--- src/rtl/pst_pkg.sv ---
// Types and constants of the pending sequence table.
package pst_pkg;

  localparam int SEQ_W      = 16;
  localparam int TIME_W     = 32;
  localparam int TMO_W      = 16;
  localparam int IN_CTX_W   = 32;
  localparam int OUT_CTX_W  = 32;
  localparam int OUT_CNT_W  = 5;
  localparam int CFG_DATA_W = 32;
  localparam int CFG_ADDR_W = 3;

  localparam logic [TMO_W-1:0] DEFAULT_TIMEOUT = 16'd10;

  // Register index taken from the word address bit.
  localparam logic REG_TIMEOUT = 1'b0;

  localparam logic [1:0] OP_INSERT = 2'd0;
  localparam logic [1:0] OP_LOOKUP = 2'd1;
  localparam logic [1:0] OP_REMOVE = 2'd2;
  localparam logic [1:0] OP_TICK   = 2'd3;

  localparam logic [1:0] ST_OK   = 2'd0;
  localparam logic [1:0] ST_DUP  = 2'd1;
  localparam logic [1:0] ST_MISS = 2'd2;
  localparam logic [1:0] ST_TICK = 2'd3;

  typedef enum logic [2:0] {
    CMD_HOLD,
    CMD_EVAL,
    CMD_MARK,
    CMD_SHIFT,
    CMD_CLEAR,
    CMD_APPEND
  } cell_cmd_t;

  typedef struct packed {
    cell_cmd_t          cmd;
    logic [SEQ_W-1:0]   req_seq;
    logic [TIME_W-1:0]  now;
    logic [TMO_W-1:0]   timeout;
  } cell_ctrl_t;

  typedef struct packed {
    logic               valid;
    logic [SEQ_W-1:0]   seq;
    logic [TIME_W-1:0]  tstamp;
  } entry_t;

  typedef struct packed {
    logic match;
    logic expired;
  } cell_flags_t;

  typedef struct packed {
    logic drop;
    logic shift;
  } cell_sel_t;

endpackage

--- src/rtl/pst_if.sv ---
// Request and result channel interfaces of the pending sequence table.
interface pst_in_if;
  logic                         valid;
  logic                         ready;
  logic [1:0]                   operation;
  logic [pst_pkg::SEQ_W-1:0]    sequence_req;
  logic [pst_pkg::IN_CTX_W-1:0] context_in;

  modport source (output valid, operation, sequence_req, context_in, input ready);
  modport sink   (input valid, operation, sequence_req, context_in, output ready);
endinterface

interface pst_out_if;
  logic                          valid;
  logic                          ready;
  logic [1:0]                    status;
  logic [pst_pkg::OUT_CTX_W-1:0] context_out;
  logic                          table_cleared;
  logic [pst_pkg::OUT_CNT_W-1:0] entry_count;

  modport source (output valid, status, context_out, table_cleared, entry_count,
                  input ready);
  modport sink   (input valid, status, context_out, table_cleared, entry_count,
                  output ready);
endinterface

--- src/rtl/pending_sequence_table_with_timeout.sv ---
// Top level of the pending sequence table: request sequencer over a row of cells.
// Paths: tick goes straight to FINISH; insert walks EVAL, DECIDE, APPEND, FINISH,
// with CLEAR before APPEND when a full table is emptied first; a duplicate insert
// ends after DECIDE; lookup and remove walk EVAL, DECIDE, COMPACT (one shift a cycle
// until no hole lies below a kept entry), FINISH. One request is in flight at once.
// Synchronous active-low reset empties the table, zeroes time, sets timeout to 10.
module pending_sequence_table_with_timeout #(
  parameter int CAPACITY      = 16,
  parameter int CONTEXT_WIDTH = 32
) (
  input  logic                            clk,
  input  logic                            rst_n,
  pst_in_if.sink                          in_ch,
  pst_out_if.source                       out_ch,
  input  logic                            cfg_psel,
  input  logic                            cfg_penable,
  input  logic                            cfg_pwrite,
  input  logic [pst_pkg::CFG_ADDR_W-1:0]  cfg_paddr,
  input  logic [pst_pkg::CFG_DATA_W-1:0]  cfg_pwdata,
  output logic [pst_pkg::CFG_DATA_W-1:0]  cfg_prdata,
  output logic                            cfg_pready
);

  localparam int CNT_W = $clog2(CAPACITY + 1);

  // Sequencer states. Every request but a tick walks EVAL (cells compare in parallel)
  // and DECIDE (ordered resolution over the prefix network), then edits the row.
  typedef enum logic [2:0] {
    S_IDLE,
    S_EVAL,
    S_DECIDE,
    S_CLEAR,
    S_APPEND,
    S_COMPACT,
    S_FINISH
  } state_t;

  state_t                             state_r;
  logic [1:0]                         op_r;
  logic [pst_pkg::SEQ_W-1:0]          seq_r;
  logic [CONTEXT_WIDTH-1:0]           ctxin_r;
  logic [pst_pkg::TIME_W-1:0]         now_r;
  logic [pst_pkg::TMO_W-1:0]          timeout_r;
  logic [1:0]                         res_status_r;
  logic [CONTEXT_WIDTH-1:0]           res_ctx_r;
  logic                               res_cleared_r;
  logic                               out_valid_r;
  logic [1:0]                         out_status_r;
  logic [pst_pkg::OUT_CTX_W-1:0]      out_ctx_r;
  logic                               out_cleared_r;
  logic [pst_pkg::OUT_CNT_W-1:0]      out_count_r;

  pst_pkg::cell_ctrl_t                ctrl;
  pst_pkg::entry_t                    ent    [CAPACITY];
  pst_pkg::entry_t                    up_ent [CAPACITY];
  logic [CONTEXT_WIDTH-1:0]           ctx_arr [CAPACITY];
  logic [CONTEXT_WIDTH-1:0]           up_ctx  [CAPACITY];
  logic                               prev_v  [CAPACITY];
  pst_pkg::cell_flags_t               flg    [CAPACITY];
  pst_pkg::cell_sel_t                 sel    [CAPACITY];

  logic [CAPACITY-1:0]                valid_vec;
  logic [CAPACITY-1:0]                match_vec;
  logic [CAPACITY-1:0]                exp_vec;
  logic [CAPACITY-1:0]                hit_vec;
  logic [CAPACITY-1:0]                pfx_in;
  logic [CAPACITY-1:0]                pfx_incl;
  logic [CAPACITY-1:0]                before_vec;
  logic [CAPACITY-1:0]                drop_vec;
  logic [CAPACITY-1:0]                first_hit;
  logic [CAPACITY-1:0]                boundary;
  logic [CONTEXT_WIDTH-1:0]           hit_ctx;
  logic [CNT_W-1:0]                   count;
  logic                               any_set;
  logic                               bubble;
  logic                               cfg_wr;

  logic [CONTEXT_WIDTH+pst_pkg::IN_CTX_W-1:0]  ctx_in_ext;
  logic [CONTEXT_WIDTH+pst_pkg::OUT_CTX_W-1:0] ctx_out_ext;
  logic [CNT_W+pst_pkg::OUT_CNT_W-1:0]         count_ext;

  // Context words are kept at CONTEXT_WIDTH bits and shown on the 32-bit
  // channels through zero extension or truncation.
  assign ctx_in_ext  = {{CONTEXT_WIDTH{1'b0}}, in_ch.context_in};
  assign ctx_out_ext = {{pst_pkg::OUT_CTX_W{1'b0}}, res_ctx_r};
  assign count_ext   = {{pst_pkg::OUT_CNT_W{1'b0}}, count};

  // Configuration port. Only the timeout register exists; a write to any
  // other word is dropped.
  assign cfg_pready = 1'b1;
  assign cfg_wr     = cfg_psel && cfg_penable && cfg_pwrite && cfg_pready;
  assign cfg_prdata = (cfg_paddr[2] == pst_pkg::REG_TIMEOUT) ?
                      {{(pst_pkg::CFG_DATA_W-pst_pkg::TMO_W){1'b0}}, timeout_r} :
                      '0;

  // Flag vectors gathered from the row.
  always_comb begin
    for (int i = 0; i < CAPACITY; i++) begin
      valid_vec[i] = ent[i].valid;
      match_vec[i] = flg[i].match;
      exp_vec[i]   = flg[i].expired;
      hit_vec[i]   = flg[i].match && !flg[i].expired;
    end
  end

  // The one prefix network serves three questions. While compacting it finds
  // every cell at or above the lowest hole; those cells pull from above. In
  // DECIDE it finds, for each cell, whether a live hit (lookup) or any match
  // (insert, remove) lies below it.
  assign pfx_in = (state_r == S_COMPACT) ? ~valid_vec :
                  ((op_r == pst_pkg::OP_LOOKUP) ? hit_vec : match_vec);

  pst_prefix_or #(.WIDTH(CAPACITY)) u_prefix (
    .x    (pfx_in),
    .incl (pfx_incl)
  );

  assign before_vec = {pfx_incl[CAPACITY-2:0], 1'b0};
  assign any_set    = pfx_incl[CAPACITY-1];
  assign first_hit  = hit_vec & ~before_vec;

  // Lookup drops the expired entries that precede the first live hit; remove
  // drops the first match only.
  assign drop_vec = (op_r == pst_pkg::OP_LOOKUP) ? (exp_vec & ~before_vec) :
                                                   (match_vec & ~before_vec);

  always_comb begin
    hit_ctx = '0;
    for (int i = 0; i < CAPACITY; i++) begin
      if (first_hit[i]) hit_ctx = hit_ctx | ctx_arr[i];
    end
  end

  // A hole with a live entry above it means compaction is not done. Once the
  // valid bits form a thermometer, the entry count is the top boundary.
  assign bubble   = |(~valid_vec[CAPACITY-2:0] & valid_vec[CAPACITY-1:1]);
  assign boundary = valid_vec & ~{1'b0, valid_vec[CAPACITY-1:1]};

  always_comb begin
    count = '0;
    for (int i = 0; i < CAPACITY; i++) begin
      if (boundary[i]) count = count | CNT_W'(i + 1);
    end
  end

  // Command broadcast to every cell.
  always_comb begin
    ctrl.req_seq = seq_r;
    ctrl.now     = now_r;
    ctrl.timeout = timeout_r;
    case (state_r)
      S_EVAL:    ctrl.cmd = pst_pkg::CMD_EVAL;
      S_DECIDE:  ctrl.cmd = (op_r inside {pst_pkg::OP_LOOKUP, pst_pkg::OP_REMOVE}) ?
                            pst_pkg::CMD_MARK : pst_pkg::CMD_HOLD;
      S_CLEAR:   ctrl.cmd = pst_pkg::CMD_CLEAR;
      S_APPEND:  ctrl.cmd = pst_pkg::CMD_APPEND;
      S_COMPACT: ctrl.cmd = bubble ? pst_pkg::CMD_SHIFT : pst_pkg::CMD_HOLD;
      default:   ctrl.cmd = pst_pkg::CMD_HOLD;
    endcase
  end

  // The row of cells. Cell 0 is the oldest entry; the top cell pulls an empty
  // slot when the row shifts down.
  genvar g;
  for (g = 0; g < CAPACITY; g++) begin : g_cell
    if (g == CAPACITY - 1) begin : g_top
      assign up_ent[g] = '0;
      assign up_ctx[g] = '0;
    end else begin : g_mid
      assign up_ent[g] = ent[g+1];
      assign up_ctx[g] = ctx_arr[g+1];
    end
    if (g == 0) begin : g_head
      assign prev_v[g] = 1'b1;
    end else begin : g_tail
      assign prev_v[g] = ent[g-1].valid;
    end

    assign sel[g].drop  = drop_vec[g];
    assign sel[g].shift = pfx_incl[g];

    pst_cell #(.CTX_W(CONTEXT_WIDTH)) u_cell (
      .clk        (clk),
      .rst_n      (rst_n),
      .ctrl       (ctrl),
      .load_ctx   (ctxin_r),
      .sel        (sel[g]),
      .prev_valid (prev_v[g]),
      .up_ent     (up_ent[g]),
      .up_ctx     (up_ctx[g]),
      .ent        (ent[g]),
      .ctx        (ctx_arr[g]),
      .flags      (flg[g])
    );
  end

  // Sequencer, time base, timeout register and result register.
  always_ff @(posedge clk) begin
    if (!rst_n) begin
      state_r     <= S_IDLE;
      out_valid_r <= 1'b0;
      now_r       <= '0;
      timeout_r   <= pst_pkg::DEFAULT_TIMEOUT;
    end else begin
      if (cfg_wr && cfg_paddr[2] == pst_pkg::REG_TIMEOUT) begin
        timeout_r <= cfg_pwdata[pst_pkg::TMO_W-1:0];
      end
      // In FINISH a result taken this cycle is replaced by the next one below.
      if (out_valid_r && out_ch.ready && state_r != S_FINISH) begin
        out_valid_r <= 1'b0;
      end
      case (state_r)
        S_IDLE: begin
          if (in_ch.valid) begin
            op_r          <= in_ch.operation;
            seq_r         <= in_ch.sequence_req;
            ctxin_r       <= ctx_in_ext[CONTEXT_WIDTH-1:0];
            res_ctx_r     <= '0;
            res_cleared_r <= 1'b0;
            if (in_ch.operation == pst_pkg::OP_TICK) begin
              now_r        <= now_r + 1'b1;
              res_status_r <= pst_pkg::ST_TICK;
              state_r      <= S_FINISH;
            end else begin
              res_status_r <= pst_pkg::ST_OK;
              state_r      <= S_EVAL;
            end
          end
        end
        S_EVAL: begin
          state_r <= S_DECIDE;
        end
        S_DECIDE: begin
          case (op_r)
            pst_pkg::OP_INSERT: begin
              // A full table is emptied first, so the new entry cannot be a
              // duplicate of anything left behind.
              if (valid_vec[CAPACITY-1]) begin
                res_cleared_r <= 1'b1;
                state_r       <= S_CLEAR;
              end else if (any_set) begin
                res_status_r <= pst_pkg::ST_DUP;
                state_r      <= S_FINISH;
              end else begin
                state_r <= S_APPEND;
              end
            end
            pst_pkg::OP_LOOKUP: begin
              res_status_r <= any_set ? pst_pkg::ST_OK : pst_pkg::ST_MISS;
              res_ctx_r    <= hit_ctx;
              state_r      <= S_COMPACT;
            end
            pst_pkg::OP_REMOVE: begin
              res_status_r <= any_set ? pst_pkg::ST_OK : pst_pkg::ST_MISS;
              state_r      <= S_COMPACT;
            end
            default: begin
              state_r <= S_FINISH;
            end
          endcase
        end
        S_CLEAR: begin
          state_r <= S_APPEND;
        end
        S_APPEND: begin
          state_r <= S_FINISH;
        end
        S_COMPACT: begin
          if (!bubble) state_r <= S_FINISH;
        end
        S_FINISH: begin
          // The result register may still hold the previous result; wait
          // until it has been taken.
          if (!out_valid_r || out_ch.ready) begin
            out_valid_r   <= 1'b1;
            out_status_r  <= res_status_r;
            out_ctx_r     <= ctx_out_ext[pst_pkg::OUT_CTX_W-1:0];
            out_cleared_r <= res_cleared_r;
            out_count_r   <= count_ext[pst_pkg::OUT_CNT_W-1:0];
            state_r       <= S_IDLE;
          end
        end
        default: begin
          state_r <= S_IDLE;
        end
      endcase
    end
  end

  assign in_ch.ready          = (state_r == S_IDLE);
  assign out_ch.valid         = out_valid_r;
  assign out_ch.status        = out_status_r;
  assign out_ch.context_out   = out_ctx_r;
  assign out_ch.table_cleared = out_cleared_r;
  assign out_ch.entry_count   = out_count_r;

endmodule

--- src/rtl/pst_prefix_or.sv ---
// Log-depth inclusive prefix OR across the row of table cells.
module pst_prefix_or #(
  parameter int WIDTH = 16
) (
  input  logic [WIDTH-1:0] x,
  output logic [WIDTH-1:0] incl
);

  localparam int LVLS = (WIDTH > 1) ? $clog2(WIDTH) : 1;

  logic [WIDTH-1:0] lvl [LVLS+1];

  always_comb begin
    lvl[0] = x;
    for (int l = 0; l < LVLS; l++) begin
      for (int i = 0; i < WIDTH; i++) begin
        if (i >= (1 << l)) begin
          lvl[l+1][i] = lvl[l][i] | lvl[l][i-(1<<l)];
        end else begin
          lvl[l+1][i] = lvl[l][i];
        end
      end
    end
  end

  assign incl = lvl[LVLS];

endmodule

--- src/rtl/pst_cell.sv ---
// One slot of the table: holds an entry and trades it with the cell above.
module pst_cell #(
  parameter int CTX_W = 32
) (
  input  logic                 clk,
  input  logic                 rst_n,
  input  pst_pkg::cell_ctrl_t  ctrl,
  input  logic [CTX_W-1:0]     load_ctx,
  input  pst_pkg::cell_sel_t   sel,
  input  logic                 prev_valid,
  input  pst_pkg::entry_t      up_ent,
  input  logic [CTX_W-1:0]     up_ctx,
  output pst_pkg::entry_t      ent,
  output logic [CTX_W-1:0]     ctx,
  output pst_pkg::cell_flags_t flags
);

  logic                          valid_r;
  logic [pst_pkg::SEQ_W-1:0]     seq_r;
  logic [pst_pkg::TIME_W-1:0]    tstamp_r;
  logic [CTX_W-1:0]              ctx_r;
  pst_pkg::cell_flags_t          flags_r;
  logic [pst_pkg::TIME_W-1:0]    age;
  logic                          append_here;

  assign age         = ctrl.now - tstamp_r;
  assign append_here = !valid_r && prev_valid;

  always_ff @(posedge clk) begin
    if (!rst_n) begin
      valid_r <= 1'b0;
    end else begin
      case (ctrl.cmd)
        pst_pkg::CMD_MARK:   if (sel.drop)   valid_r <= 1'b0;
        pst_pkg::CMD_SHIFT:  if (sel.shift)  valid_r <= up_ent.valid;
        pst_pkg::CMD_CLEAR:  valid_r <= 1'b0;
        pst_pkg::CMD_APPEND: if (append_here) valid_r <= 1'b1;
        default: ;
      endcase
    end
  end

  always_ff @(posedge clk) begin
    case (ctrl.cmd)
      pst_pkg::CMD_EVAL: begin
        flags_r.match   <= valid_r && (seq_r == ctrl.req_seq);
        flags_r.expired <= valid_r &&
                           (age >= {{(pst_pkg::TIME_W-pst_pkg::TMO_W){1'b0}}, ctrl.timeout});
      end
      pst_pkg::CMD_SHIFT: begin
        if (sel.shift) begin
          seq_r    <= up_ent.seq;
          tstamp_r <= up_ent.tstamp;
          ctx_r    <= up_ctx;
        end
      end
      pst_pkg::CMD_APPEND: begin
        if (append_here) begin
          seq_r    <= ctrl.req_seq;
          tstamp_r <= ctrl.now;
          ctx_r    <= load_ctx;
        end
      end
      default: ;
    endcase
  end

  assign ent.valid  = valid_r;
  assign ent.seq    = seq_r;
  assign ent.tstamp = tstamp_r;
  assign ctx        = ctx_r;
  assign flags      = flags_r;

endmodule

--- src/flat_wrapper.sv ---
// flat-port wrapper written by rule: the top's interface ports become plain ports
module pending_sequence_table_with_timeout_flat 
#(
  parameter int CAPACITY      = 16,
  parameter int CONTEXT_WIDTH = 32
)
  (clk, rst_n, cfg_psel, cfg_penable, cfg_pwrite, cfg_paddr, cfg_pwdata, cfg_prdata, cfg_pready, in_ch_valid, in_ch_operation, in_ch_sequence_req, in_ch_context_in, in_ch_ready, out_ch_valid, out_ch_status, out_ch_context_out, out_ch_table_cleared, out_ch_entry_count, out_ch_ready);
  pst_in_if in_ch_i ();
  pst_out_if out_ch_i ();
  input  logic clk;
  input  logic rst_n;
  input  logic cfg_psel;
  input  logic cfg_penable;
  input  logic cfg_pwrite;
  input  logic [pst_pkg::CFG_ADDR_W-1:0] cfg_paddr;
  input  logic [pst_pkg::CFG_DATA_W-1:0] cfg_pwdata;
  output logic [pst_pkg::CFG_DATA_W-1:0] cfg_prdata;
  output logic cfg_pready;
  input wire logic [$bits(in_ch_i.valid)-1:0] in_ch_valid;
  input wire logic [$bits(in_ch_i.operation)-1:0] in_ch_operation;
  input wire logic [$bits(in_ch_i.sequence_req)-1:0] in_ch_sequence_req;
  input wire logic [$bits(in_ch_i.context_in)-1:0] in_ch_context_in;
  output wire logic [$bits(in_ch_i.ready)-1:0] in_ch_ready;
  output wire logic [$bits(out_ch_i.valid)-1:0] out_ch_valid;
  output wire logic [$bits(out_ch_i.status)-1:0] out_ch_status;
  output wire logic [$bits(out_ch_i.context_out)-1:0] out_ch_context_out;
  output wire logic [$bits(out_ch_i.table_cleared)-1:0] out_ch_table_cleared;
  output wire logic [$bits(out_ch_i.entry_count)-1:0] out_ch_entry_count;
  input wire logic [$bits(out_ch_i.ready)-1:0] out_ch_ready;
  assign in_ch_i.valid = in_ch_valid;
  assign in_ch_i.operation = in_ch_operation;
  assign in_ch_i.sequence_req = in_ch_sequence_req;
  assign in_ch_i.context_in = in_ch_context_in;
  assign in_ch_ready = in_ch_i.ready;
  assign out_ch_valid = out_ch_i.valid;
  assign out_ch_status = out_ch_i.status;
  assign out_ch_context_out = out_ch_i.context_out;
  assign out_ch_table_cleared = out_ch_i.table_cleared;
  assign out_ch_entry_count = out_ch_i.entry_count;
  assign out_ch_i.ready = out_ch_ready;
  pending_sequence_table_with_timeout #(.CAPACITY(CAPACITY), .CONTEXT_WIDTH(CONTEXT_WIDTH)) u_core (.clk(clk), .rst_n(rst_n), .in_ch(in_ch_i), .out_ch(out_ch_i), .cfg_psel(cfg_psel), .cfg_penable(cfg_penable), .cfg_pwrite(cfg_pwrite), .cfg_paddr(cfg_paddr), .cfg_pwdata(cfg_pwdata), .cfg_prdata(cfg_prdata), .cfg_pready(cfg_pready));
endmodule
--- config.mk ---
export PLATFORM = sky130hd
export DESIGN_NAME = pending_sequence_table_with_timeout_flat
export DESIGN_NICKNAME = d
export VERILOG_FILES = /design/src/rtl/pst_pkg.sv /design/src/rtl/pst_if.sv /design/src/rtl/pending_sequence_table_with_timeout.sv /design/src/rtl/pst_prefix_or.sv /design/src/rtl/pst_cell.sv /design/src/flat_wrapper.sv
export SDC_FILE = /design/constraint.sdc
export NUM_CORES = 2
export LEC_CHECK = 0
export BUFFER_PORTS_ARGS = -buffer_cell sky130_fd_sc_hd__buf_2
export CORE_UTILIZATION = 49
export CTS_CLUSTER_DIAMETER = 30
export DETAILED_ROUTE_END_ITERATION = 10
export GPL_ROUTABILITY_DRIVEN = 1
export MAX_ROUTING_LAYER = met4
export PLACE_DENSITY = 0.62
export SLEW_MARGIN = 40
export SYNTH_ARGS = -nofsm -noshare
export SYNTH_HDL_FRONTEND = slang
export SYNTH_SLANG_ARGS = --single-unit
--- constraint.sdc ---
create_clock -name clk -period 9.9 [get_ports clk]
set_clock_uncertainty 0.15 [all_clocks]
set_input_delay 1.98 -clock clk [delete_from_list [all_inputs] [get_ports clk]]
set_output_delay 1.98 -clock clk [all_outputs]
set_load 0.03 [all_outputs]
==> results by group <==
Cells and area
  – Most frequent cells in the layout: 1,440 x a21o_1, 1,437 x edfxtp_1, 756 x ha_1
  – Most common cell after layout, fill and taps aside: a21o_1
  – Share of layout cells above drive strength 1: between 10% and 20%
  – Non-Filler Instances: roughly 13,000
  – Final nets: roughly 11,000
  – Area Overhead vs Synth: 16.3%

Drt
  – Met2 wire length: between 150 and 200 mm
  – Drt wl/cell: 26.4 um
  – Drt initial violations: 7,153
  – Uppermost layer routed: met4
  – Vias: slightly below 80,000
  – Vias/cell: 6.28
  – Met1 wire length: between 100 and 150 mm
  – Metal3 WL: 20.6 mm
  – Post-route DRC: 0
  – First-pass detailed-route iteration total: 6
  – Routed WL: 333 mm
  – Detail Route Antenna Nets: 0

Power and ir drop
  – Design Power: ~25,000 uW
  – PD cells: ~220 nW/um^2
  – Pleak: 0.0519 uW
  – Worst VDD drop: roughly 0.22 mV

Min path
  – Min-Delay Path Class: reg2reg
  – Min-Delay Endpoint: u_core.out_ch.context_out[26]
  – Worst Hold Launch: u_core.res_ctx_r[26]
  – Hold path cells: 0

Clocking
  – Root Driver: clkbuf_16
  – Clk Latency, worst-skew pair: 960 ps
  – Htree depth: 5
  – Max clock buf depth: 4
  – Clk sink count: approximately 1,500
  – CTS tree: done
  – Post-CTS sizing: 0
  – CTS clk-pin slew, worst paths: ~40 ps
  – CTS Hold Bufs: 0
  – TritonCTS buffer count: ~380
  – Post-CTS setup-driven buffer insertion count: 0

Die
  – Die ar.: roughly 200,000 sq um
  – Die span in x: 450 um
  – Die Height: 450 um
  – Row cnt: around 160
  – Total core area: ~200,000 sq um
  – I/O pins: around 170
  – Initial Util: 49.6%

Timing
  – Setup tns final: 0 ps
  – Final critical-path share of the clock period: a little over 70%
  – Hold WS: about 270 ps
  – Setup violators final: 0
  – RSZ-0062 raised after global routing: false
  – Setup WS post-layout: roughly 2900 ps
  – Relative slew slack: around a third
  – Crit path time final: roughly 7000 ps
  – Slew Limit Fails: 0
  – Fin. Hold Viols: 0
  – Peak Freq: between 100 and 150 MHz
  – Worst-margin pin slew: between 900 and 1000 ps

Critical path
  – FF-to-FF End: u_core.g_cell[6].u_cell.flags[0]
  – Worst r2r path cells: 23
  – CP endpoint kind: flip-flop
  – Setup CP Type: reg2reg
  – Critical path peak fanout: 17
  – Req. time, crit path: ~10,000 ps
  – Worst Path Arrival: between 7000 and 8000 ps
  – Reg-to-Reg Start: u_core.now_r[0]
  – Critical path startpoint category: flip-flop
  – Flop2flop setup slack: 2910 ps

Yosys
  – YS warnings: 0
  – Top cell type's share of synthesized area: between 40 and 50%
  – Syn avg cell area: between 10 and 15 sq um
  – FFs w/ async S/R, synth: 0%
  – Post-synth top area cell: edfxtp_1
  – Seq/Total Area, Yosys: between 40 and 50%
  – Number of synthesized flops with an enable pin: 1,437
  – Mapped Cells: around 9,500
  – Netlist Area Pre-Place: approximately 100,000 sq um
  – Top cells by area, synth: edfxtp_1 44%, a21o_1 11%, ha_1 9.6%
  – Netlist cell types: approximately 110
  – Synth Register Bits: roughly 1,500
  – Main synth FF type: edfxtp_1

Placement
  – HPWL Detailed: 234 mm
  – I/O Buffers: roughly 130
  – Setup WS pre-CTS: about 3100 ps
  – Cells after DPL: about 12,000
  – GP Congestion: around 1.0

Global route
  – GRT Util Overall: 33.1%
  – Vias in the first global route: a little under 80,000
  – Pin count of the biggest net entering global routing: between 200 and 250
  – Initial antenna violation count: 5
  – Global-route wire length before repair: just under 500 mm
  – Total grt overflow: 0

Run
  – Number of max-cap violations: 0

Run status
  – Status: complete, no violations
cell families (layout without fill, tap and decap cells):
logic type | Yosys count | in the layout | share of synthesized area (%)
compound gates | 3333 | 3333 | 23.6
simple gates | 2016 | 2016 | 10.3
flops | 1505 | 1505 | 45.3
buf+inv | 1244 | 1643 | 4.85
fa+ha+maj | 772 | 772 | 9.95
xor+xnor | 599 | 599 | 5.34
mux | 60 | 60 | 0.629
other cells | 2 | 19 | 0.00764
synthesized netlist by cell type, types with 94 or more instances:
| cell type | instances |
|---|---|
| xor2_1 | 308 |
| a21o_1 | 1440 |
| and3_1 | 150 |
| nand4_1 | 137 |
| nor4_1 | 94 |
| clkbuf_1 | 524 |
| inv_1 | 676 |
| a21oi_1 | 593 |
| edfxtp_1 | 1437 |
| nor2_1 | 445 |
| ha_1 | 756 |
| a22oi_1 | 138 |
| xnor2_1 | 291 |
| nand3_1 | 225 |
| nand2_1 | 478 |
| nor3_1 | 133 |
| a31oi_1 | 108 |
| o21ai_0 | 293 |
area by class of cell:
type                       instances  area, sq um
fill                           16638        84000
multi-input combinational       6797        49400
sequential                      1505        44500
clock buffer                     436         9900
tap                             2640         3300
inverter                         680         2550
clock inverter                   237         2480
timing repair buffer             290         2060
antenna                            2         5.00
per-layer routing:
layer / track usage (%) / vias to the layer above
met5: - / -
met1: 38.5 / 39074
met2: 54.7 / 3015
met3: 4.99 / 835
met4: 18.1 / 0
li1: - / 36069
how the worst max path moves through the flow:
stage                      startpoint  slack [ps]                               end  depth (start not counted)
floorplan           u_core.state_r[2]        1310    u_core.g_cell[1].u_cell.ctx[0]                          8
global placement      u_core.now_r[0]        3080  u_core.g_cell[6].u_cell.flags[0]                         23
detailed placement    u_core.now_r[0]        3100  u_core.g_cell[6].u_cell.flags[0]                         23
CTS                   u_core.now_r[0]        3020  u_core.g_cell[6].u_cell.flags[0]                         23
global route          u_core.now_r[0]        2610  u_core.g_cell[6].u_cell.flags[0]                         23
finish                u_core.now_r[0]        2910  u_core.g_cell[6].u_cell.flags[0]                         23
worst max-delay path, cell delays in order, from the launching register on:
cell and delay [ps]:
dfxtp_1 360, inv_1 70, buf_4 270, ha_1 230
inv_1 50, fa_1 420, a211oi_1 400, nor3_1 190
o31ai_2 550, nand2_1 180, a21o_1 210, a21oi_1 170
xnor2_1 150, ha_1 260, and4_1 210, a221oi_1 270
nand4_1 120, or3_1 310, a2111oi_0 700, nand4_1 190
nor4_1 240, nand4_1 150, or4_1 470, o41a_1 340
registers in the layout (all words and copies together) (netlist names):
register / count
u_core.g_cell.u_cell.ctx: 512
u_core.g_cell.u_cell.tstamp_r: 512
u_core.g_cell.u_cell.seq_r: 256
u_core.ctxin_r: 32
u_core.g_cell.u_cell.flags: 32
u_core.now_r: 32
u_core.out_ch.context_out: 32
u_core.res_ctx_r: 32
u_core.g_cell.u_cell.valid_r: 16
u_core.seq_r: 16
u_core.timeout_r: 16
u_core.out_ch.entry_count: 5
u_core.state_r: 3
u_core.op_r: 2
u_core.out_ch.status: 2
u_core.res_status_r: 2
u_core.out_ch.table_cleared: 1
u_core.out_ch.valid: 1
u_core.res_cleared_r: 1
power by group:
group	total, uW	internal, uW	switching, uW
clock network	12000	8200	3790
registers	8690	8210	479
logic	4350	1610	2750
total	25000	18000	7020
metrics by stage:
stage / utilization (%) / cell area (sq um)
after floorplan: - / 98300
after global placement: 51.2 / 102000
after detailed placement: 51.3 / 102000
after CTS: 57.6 / 114000
after global routing: 57.6 / 114000
final: 57.6 / 114000
(Power assumes the default switching activity.)
